### config.mk
export PLATFORM = sky130hd
export DESIGN_NAME = fixed_width_number_to_ascii
export DESIGN_NICKNAME = d
export VERILOG_FILES = /design/src/hdl/fwna_pkg.sv /design/src/hdl/fwna_cell.sv /design/src/hdl/fwna_serializer.sv /design/src/hdl/fixed_width_number_to_ascii.sv
export SDC_FILE = /design/constraint.sdc
export NUM_CORES = 2
export LEC_CHECK = 0
export ABC_AREA = 1
export BUFFER_PORTS_ARGS = -buffer_cell sky130_fd_sc_hd__buf_4
export CAP_MARGIN = 20
export CORE_ASPECT_RATIO = 0.7
export CORE_MARGIN = 3
export CORE_UTILIZATION = 30
export CTS_BUF_LIST = sky130_fd_sc_hd__clkbuf_4
export DETAILED_ROUTE_END_ITERATION = 10
export PLACE_DENSITY_LB_ADDON = 0.12
export SLEW_MARGIN = 30
export SYNTH_ARGS = -nofsm -noshare
export SYNTH_HDL_FRONTEND = slang
export SYNTH_SLANG_ARGS = --single-unit
### constraint.sdc
create_clock -name clk -period 33.6 [get_ports clk]
set_input_delay 3.36 -clock clk [delete_from_list [all_inputs] [get_ports clk]]
set_output_delay 3.36 -clock clk [all_outputs]
set_load 0.01 [all_outputs]
### src/hdl/fwna_pkg.sv
// Shared types and constants for the fixed-width number to ASCII formatter.
package fwna_pkg;

  // Operation codes
  localparam logic [1:0] OP_UDEC = 2'd0;
  localparam logic [1:0] OP_SDEC = 2'd1;
  localparam logic [1:0] OP_HEX  = 2'd2;
  localparam logic [1:0] OP_BIN  = 2'd3;

  // Widths fixed by the field definitions
  localparam int VALUE_W   = 32;
  localparam int COUNT_W   = 6;
  localparam int CHAR_W    = 7;
  localparam int DEC_DIGITS = 10;   // a 32-bit value has at most ten decimal digits
  localparam int HEX_DIGITS = 8;
  localparam int IDX_W     = 5;     // digit position 0..31
  localparam int DEC_IDX_W = 4;     // decimal digit position 0..9
  localparam int HEX_IDX_W = 3;     // hex digit position 0..7
  localparam int NUM_CELLS = VALUE_W; // one conversion cell per value bit

  // ASCII codes
  localparam logic [CHAR_W-1:0] CH_ZERO  = 7'h30;
  localparam logic [CHAR_W-1:0] CH_UPA   = 7'h41;
  localparam logic [CHAR_W-1:0] CH_PLUS  = 7'h2B;
  localparam logic [CHAR_W-1:0] CH_MINUS = 7'h2D;
  localparam logic [CHAR_W-1:0] CH_TEN   = 7'd10;

  // Input transaction
  typedef struct packed {
    logic [1:0]         operation;
    logic [VALUE_W-1:0] value;
    logic [COUNT_W-1:0] digit_count;
  } in_item_t;

  // Result transaction
  typedef struct packed {
    logic [CHAR_W-1:0] char_code;
    logic              last_char;
  } out_item_t;

  // Data carried along the conversion chain
  typedef struct packed {
    logic [1:0]                     op;
    logic [COUNT_W-1:0]             count;
    logic                           neg;
    logic [VALUE_W-1:0]             value;
    logic [DEC_DIGITS-1:0][3:0]     bcd;
  } cell_data_t;

endpackage

### src/hdl/fwna_cell.sv
// One double-dabble cell: adjusts the BCD digits and shifts in one value bit.
module fwna_cell (
  input  logic                  clk,
  input  logic                  rst_n,
  input  logic                  advance,
  input  logic                  prev_vld,
  input  fwna_pkg::cell_data_t  prev_data,
  output logic                  cell_vld,
  output fwna_pkg::cell_data_t  cell_data
);

  logic                 vld_r;
  fwna_pkg::cell_data_t data_r;
  fwna_pkg::cell_data_t data_nxt;
  logic [fwna_pkg::DEC_DIGITS*4-1:0] adj;

  // Add three to every digit of five or more, then shift the value MSB in
  always_comb begin
    for (int d = 0; d < fwna_pkg::DEC_DIGITS; d++) begin
      adj[4*d +: 4] = (prev_data.bcd[d] >= 4'd5) ? prev_data.bcd[d] + 4'd3
                                                   : prev_data.bcd[d];
    end
    data_nxt       = prev_data;
    data_nxt.bcd   = {adj[fwna_pkg::DEC_DIGITS*4-2:0], prev_data.value[fwna_pkg::VALUE_W-1]};
    // rotate, so the value is back in place after the last cell
    data_nxt.value = {prev_data.value[fwna_pkg::VALUE_W-2:0],
                      prev_data.value[fwna_pkg::VALUE_W-1]};
  end

  // Valid flag
  always_ff @(posedge clk) begin
    if (!rst_n) begin
      vld_r <= 1'b0;
    end else if (advance) begin
      vld_r <= prev_vld;
    end
  end

  // Payload
  always_ff @(posedge clk) begin
    if (advance) begin
      data_r <= data_nxt;
    end
  end

  assign cell_vld  = vld_r;
  assign cell_data = data_r;

endmodule

### src/hdl/fwna_serializer.sv
// Character serialiser: item to ASCII transactions, one per cycle unless stalled.
module fwna_serializer (
  input  logic                  clk,
  input  logic                  rst_n,
  input  logic                  src_vld,
  input  fwna_pkg::cell_data_t  src_data,
  output logic                  ser_free,
  output logic                  out_valid,
  input  logic                  out_stall,
  output fwna_pkg::out_item_t   out_data
);

  logic                          busy_r;
  logic                          sign_r;
  logic [fwna_pkg::IDX_W-1:0]    idx_r;
  fwna_pkg::cell_data_t          item_r;
  logic                          out_valid_r;
  fwna_pkg::out_item_t           out_data_r;

  logic                          emit;
  logic                          last_emit;
  logic                          load;
  logic [3:0]                    digit;
  fwna_pkg::out_item_t           char_nxt;

  assign emit      = busy_r && (!out_valid_r || !out_stall);
  assign last_emit = emit && !sign_r && (idx_r == '0);
  assign ser_free  = !busy_r || last_emit;
  assign load      = ser_free && src_vld;

  // Digit at the current position
  always_comb begin
    case (item_r.op)
      fwna_pkg::OP_HEX: digit = item_r.value[{idx_r[fwna_pkg::HEX_IDX_W-1:0], 2'b00} +: 4];
      fwna_pkg::OP_BIN: digit = {3'b000, item_r.value[idx_r]};
      default: begin
        if (idx_r < fwna_pkg::IDX_W'(fwna_pkg::DEC_DIGITS)) begin
          digit = item_r.bcd[idx_r[fwna_pkg::DEC_IDX_W-1:0]];
        end else begin
          digit = 4'd0;
        end
      end
    endcase
  end

  // Character code: sign first, then digits
  always_comb begin
    if (sign_r) begin
      char_nxt.char_code = item_r.neg ? fwna_pkg::CH_MINUS : fwna_pkg::CH_PLUS;
      char_nxt.last_char = 1'b0;
    end else begin
      if (digit < 4'd10) begin
        char_nxt.char_code = fwna_pkg::CH_ZERO + {3'b000, digit};
      end else begin
        char_nxt.char_code = fwna_pkg::CH_UPA + {3'b000, digit} - fwna_pkg::CH_TEN;
      end
      char_nxt.last_char = (idx_r == '0);
    end
  end

  // Control
  always_ff @(posedge clk) begin
    if (!rst_n) begin
      busy_r      <= 1'b0;
      out_valid_r <= 1'b0;
    end else begin
      if (load) begin
        busy_r <= 1'b1;
      end else if (last_emit) begin
        busy_r <= 1'b0;
      end
      if (emit) begin
        out_valid_r <= 1'b1;
      end else if (!out_stall) begin
        out_valid_r <= 1'b0;
      end
    end
  end

  // Item, position and output register
  always_ff @(posedge clk) begin
    if (load) begin
      item_r <= src_data;
      idx_r  <= fwna_pkg::IDX_W'(src_data.count - fwna_pkg::COUNT_W'(1));
      sign_r <= (src_data.op == fwna_pkg::OP_SDEC);
    end else if (emit) begin
      if (sign_r) begin
        sign_r <= 1'b0;
      end else begin
        idx_r <= idx_r - fwna_pkg::IDX_W'(1);
      end
    end
    if (emit) begin
      out_data_r <= char_nxt;
    end
  end

  assign out_valid = out_valid_r;
  assign out_data  = out_data_r;

endmodule

### src/hdl/fixed_width_number_to_ascii.sv
// Fixed-width number to ASCII formatter: top level with the conversion chain.
//
// Input channel (in_valid/in_stall/in_data): one transaction per number, holding
// the operation (unsigned decimal, signed decimal, hex, binary), a 32-bit value
// and a digit count. The count is clamped to 1..10 decimal, 1..8 hex and
// 1..MAX_DIGITS binary.
// Output channel (out_valid/out_stall/out_data): one transaction per character,
// most significant first, leading zeros kept; signed decimal sends '+' or '-'
// first. last_char marks the final character of each number.
// The path from input transaction to first character runs through the 32-cell
// double-dabble chain (one value bit per cell), the serialiser load and the
// output register.
// Throughput: one character per cycle while the receiver does not stall; a
// number occupies the serialiser until its last character has been sent. The
// chain accepts a new number every cycle while it has room.
// Reset clears all valid flags; no number is in flight afterwards.
// When the receiver stalls, the output register holds its character, the chain
// freezes once its last cell holds a waiting number, and in_stall rises.
module fixed_width_number_to_ascii #(
  parameter int MAX_DIGITS = 32
) (
  input  logic                 clk,
  input  logic                 rst_n,
  input  logic                 in_valid,
  output logic                 in_stall,
  input  fwna_pkg::in_item_t   in_data,
  output logic                 out_valid,
  input  logic                 out_stall,
  output fwna_pkg::out_item_t  out_data
);

  localparam int DEC_MAX = (MAX_DIGITS < fwna_pkg::DEC_DIGITS) ? MAX_DIGITS : fwna_pkg::DEC_DIGITS;
  localparam int HEX_MAX = (MAX_DIGITS < fwna_pkg::HEX_DIGITS) ? MAX_DIGITS : fwna_pkg::HEX_DIGITS;
  localparam logic [fwna_pkg::COUNT_W-1:0] DEC_LIM = fwna_pkg::COUNT_W'(DEC_MAX);
  localparam logic [fwna_pkg::COUNT_W-1:0] HEX_LIM = fwna_pkg::COUNT_W'(HEX_MAX);
  localparam logic [fwna_pkg::COUNT_W-1:0] BIN_LIM = fwna_pkg::COUNT_W'(MAX_DIGITS);
  localparam int N = fwna_pkg::NUM_CELLS;

  logic                         advance;
  logic                         ser_free;
  logic                         neg;
  logic [fwna_pkg::COUNT_W-1:0] lim;
  fwna_pkg::cell_data_t         entry;
  logic                         cell_vld  [N];
  fwna_pkg::cell_data_t         cell_data [N];

  // Entry: clamp the count and take the magnitude for signed decimal
  always_comb begin
    case (in_data.operation)
      fwna_pkg::OP_HEX: lim = HEX_LIM;
      fwna_pkg::OP_BIN: lim = BIN_LIM;
      default:          lim = DEC_LIM;
    endcase
    neg         = (in_data.operation == fwna_pkg::OP_SDEC) &&
                  in_data.value[fwna_pkg::VALUE_W-1];
    entry.op    = in_data.operation;
    entry.neg   = neg;
    entry.value = neg ? (~in_data.value + fwna_pkg::VALUE_W'(1)) : in_data.value;
    entry.bcd   = '0;
    if (in_data.digit_count == '0) begin
      entry.count = fwna_pkg::COUNT_W'(1);
    end else if (in_data.digit_count > lim) begin
      entry.count = lim;
    end else begin
      entry.count = in_data.digit_count;
    end
  end

  // The whole chain moves unless its last cell waits on a busy serialiser
  assign advance  = !cell_vld[N-1] || ser_free;
  assign in_stall = !advance;

  // Conversion chain
  for (genvar i = 0; i < N; i++) begin : g_cell
    if (i == 0) begin : g_first
      fwna_cell u_cell (
        .clk       (clk),
        .rst_n     (rst_n),
        .advance   (advance),
        .prev_vld  (in_valid),
        .prev_data (entry),
        .cell_vld  (cell_vld[i]),
        .cell_data (cell_data[i])
      );
    end else begin : g_next
      fwna_cell u_cell (
        .clk       (clk),
        .rst_n     (rst_n),
        .advance   (advance),
        .prev_vld  (cell_vld[i-1]),
        .prev_data (cell_data[i-1]),
        .cell_vld  (cell_vld[i]),
        .cell_data (cell_data[i])
      );
    end
  end

  // Character output
  fwna_serializer u_ser (
    .clk       (clk),
    .rst_n     (rst_n),
    .src_vld   (cell_vld[N-1]),
    .src_data  (cell_data[N-1]),
    .ser_free  (ser_free),
    .out_valid (out_valid),
    .out_stall (out_stall),
    .out_data  (out_data)
  );

  // Input is held back only by a number waiting at the chain end
  a_stall_cause: assert property (@(posedge clk) disable iff (!rst_n)
    in_stall |-> cell_vld[N-1])
    else $error("input stalled with no number waiting at chain end");

  // An accepted transaction enters the first cell
  a_entry: assert property (@(posedge clk) disable iff (!rst_n)
    (in_valid && !in_stall) |=> cell_vld[0])
    else $error("accepted transaction missing from first cell");

  // A frozen chain keeps its waiting number intact
  a_hold: assert property (@(posedge clk) disable iff (!rst_n)
    (cell_vld[N-1] && !advance) |=> (cell_vld[N-1] && $stable(cell_data[N-1])))
    else $error("waiting number changed while chain was frozen");

endmodule
==> results.md <==
* Commonest non-fill, non-tap cell in the layout: edfxtp_1
* Root buf cell: clkbuf_4
* Syn_area_per_cell at 14.8 um2
* CTS tree: done
* WP data arrival at 8.61 ns
* Share of cells above drive strength 1 at 16.2%
* GRT Overall Usage at ~8.6%
* Max cap viols at 0
* Static Leak at 36.2 nW
* Via count at approximately 40000
* EDFF count, synth at 2013
* I/O Buffers at 53
* CP Class: in -> reg
* Mapped Cells at around 5300
* Crit path launch type: input port
* Wire length per cell at 11.9 um
* Residual DRC at 0
* Height of the die at 436 um
* Metal1 wirelength at 57500 um
* Non-Filler Instances at around 9800
* Area growth syn-to-layout at 14.8%
* Overall power at 0.00703 W
* CTS resizes at 0
* Yosys cell types at 43
* Clock buffer depth at 4
* First-pass GRT wire length at 196000 um
* Detailed-route vias per instance at 4.06
* Initial Util at 30.2%
* Synthesized area at 79100 um2
* Initial antenna violation count at 10
* Post-synthesis register bit count at between 2000 and 2500
* GR Overflow Total at 0
* Slew Limit Fails at 0
* Die area at 270000 um2
* Leading area contributor after synthesis: edfxtp_1
* Status: finished, final reports clean
* NumNets Final at 6294
* Tcrit/Tclk final at 23.4%
* Synthesis Warnings at 0
* # Post-CTS Setup Buffers at 0
* TNS Setup at 0 ns
* Clock Skew at approximately 0.083 ns
* Worst-skew pair later-pin latency at 1.14 ns
* Total routed wirelength at around 120000 um
* Wire length on met3 at 6560 um
* Post-layout minimum cycle time at 7.87 ns
* Clock transition at path regs at 0.06 ns
* Syn_nets at 5703
* Rel. slew slack at about two fifths
* Top sig layer: met5
* # setup viols final at 0
* Number of top-level pins at 54
* VDD IR max at 0.0268 mV
* Crit. End Element: flip-flop
* Post-CTS Hold Fix Bufs at 0
* Asr flop ratio synth at 0%
* Placed insts at 8885
* Top cells by area, synth: edfxtp_1 76%, ha_1 5.1%, inv_1 3.2%
* Top-area cell type share of the netlist area at 76.4%
* Fmax at 127 MHz
* Worst Path Required at about 34 ns
* CTS buffer count at 534
* Largest net degree at the start of global routing at 192
* Die Span X at roughly 620 um
* CTS sink cnt at 2047
* Antenna Nets Post-Route at 0
* DR WL met2 at 49300 um
* Core Util, Final at 34.7%
* Slew @ Worst Pin at slightly above 0.9 ns
* Hold Vio Cnt, Final at 0
* Core footprint at 262000 um2
* Top FF cell, synth: edfxtp_1
* RSZ-0062 raised after global routing: false
* Commonest non-fill, non-tap cells in the layout: 2013 x edfxtp_1, 771 x clkbuf_4, 682 x inv_1, 522 x nor2_1, 473 x nand2_1
* Row cnt at about 160
* Power per Cell Area at 77.5 nW/um2
* Post-synthesis sequential area ratio at 77.3%
* Drt first-iter violations at a little under 2000
* Min-delay worst type: reg -> reg
* H-tree depth at 6
* Vias in the first global route at between 40000 and 50000
* First-pass detailed-route iteration total at 5
* Post-DP HPWL at 68000 um
* Largest fanout on the critical path at 161
* GP Congestion at 0.766
* Hold_ws at around 0.39 ns
final timing paths:
kind	startpoint	endpoint	slack, ns	cells past startpoint
worst min-delay path	g_cell[5].g_next.u_cell.cell_data[44]$_DFFE_PN_	g_cell[6].g_next.u_cell.cell_data[45]$_DFFE_PN_	0.39	0
worst max-delay path	out_stall	g_cell[0].g_first.u_cell.cell_data[43]$_DFFE_PN_	25.73	11
worst max register to register	u_ser.idx_r[1]$_DFFE_PP_	g_cell[0].g_first.u_cell.cell_data[43]$_DFFE_PN_	26.80	12
worst min register to register	g_cell[5].g_next.u_cell.cell_data[44]$_DFFE_PN_	g_cell[6].g_next.u_cell.cell_data[45]$_DFFE_PN_	0.39	0
power breakdown:
| part | leakage (nW) | switching (W) | internal [W] |
|---|---|---|---|
| Clock | 3.99 | 0.000977 | 0.00117 |
| Combinational | 10.2 | 0.000696 | 0.000454 |
| Sequential | 22.0 | 0.000272 | 0.00346 |
final cells by class:
| cell class | instances | area (um2) |
|---|---|---|
| diodes | 3 | 7.51 |
| inverters | 693 | 2610 |
| repair buffers | 81 | 711 |
| well taps | 3498 | 4380 |
| clock inverters | 128 | 930 |
| flip-flops and latches | 2047 | 61100 |
| fillers | 25100 | 171000 |
| multi-input cells | 2568 | 15200 |
| clock buffers | 771 | 5790 |
synth_stat cells, types with 7 or more instances:
master,n
nand2_1,473
dfxtp_1,34
a21oi_1,375
buf_2,13
nand3_1,58
clkbuf_1,7
inv_2,9
o21ai_1,7
xnor2_1,15
ha_1,325
edfxtp_1,2013
inv_1,683
or2_2,85
a211oi_1,85
xor2_1,172
o21ai_0,396
nor2_1,522
worst max-delay path, stage by stage:
cell	delay, ns
buf_4	0.11
nand2_1	0.10
nand4_1	0.12
nand2_2	0.14
nor2_2	0.08
inv_8	0.50
buf_6	0.62
buf_4	0.81
buf_12	0.64
buf_4	0.81
buf_6	0.67
cell families after synthesis:
group | share of synthesized area [%]
simple gates | 6.05
flops | 77.3
fa+ha+maj | 5.14
xor+xnor | 2.07
buf+inv | 3.47
compound gates | 5.95
through the flow:
stage / area, um2 / setup WS (ns)
6_report: 90700 / 25.73
5_1_grt: 90700 / 25.42
4_1_cts: 90700 / 25.65
3_5_place_dp: 84000 / 24.28
3_3_place_gp: 83900 / 23.86
2_1_floorplan: 79100 / 6.60
metal layers:
metal  GRT usage (%)  vias up
met5               0        -
met4            3.85        8
met3            2.79      329
met2            12.5      733
met1            11.7    18300
li1                -    20400
flip-flops by register name, summed over array words and instances, names as in the netlist:
register                         count
u_ser.out_valid                      1
u_ser.item_r                        74
u_ser.sign_r                         1
g_cell.g_next.u_cell.cell_data    1885
u_ser.busy_r                         1
u_ser.out_data                       8
g_cell.g_next.u_cell.cell_vld       31
u_ser.idx_r                          5
g_cell.g_first.u_cell.cell_vld       1
g_cell.g_first.u_cell.cell_data     40
No activity file was read; power rests on OpenSTA's default activity.
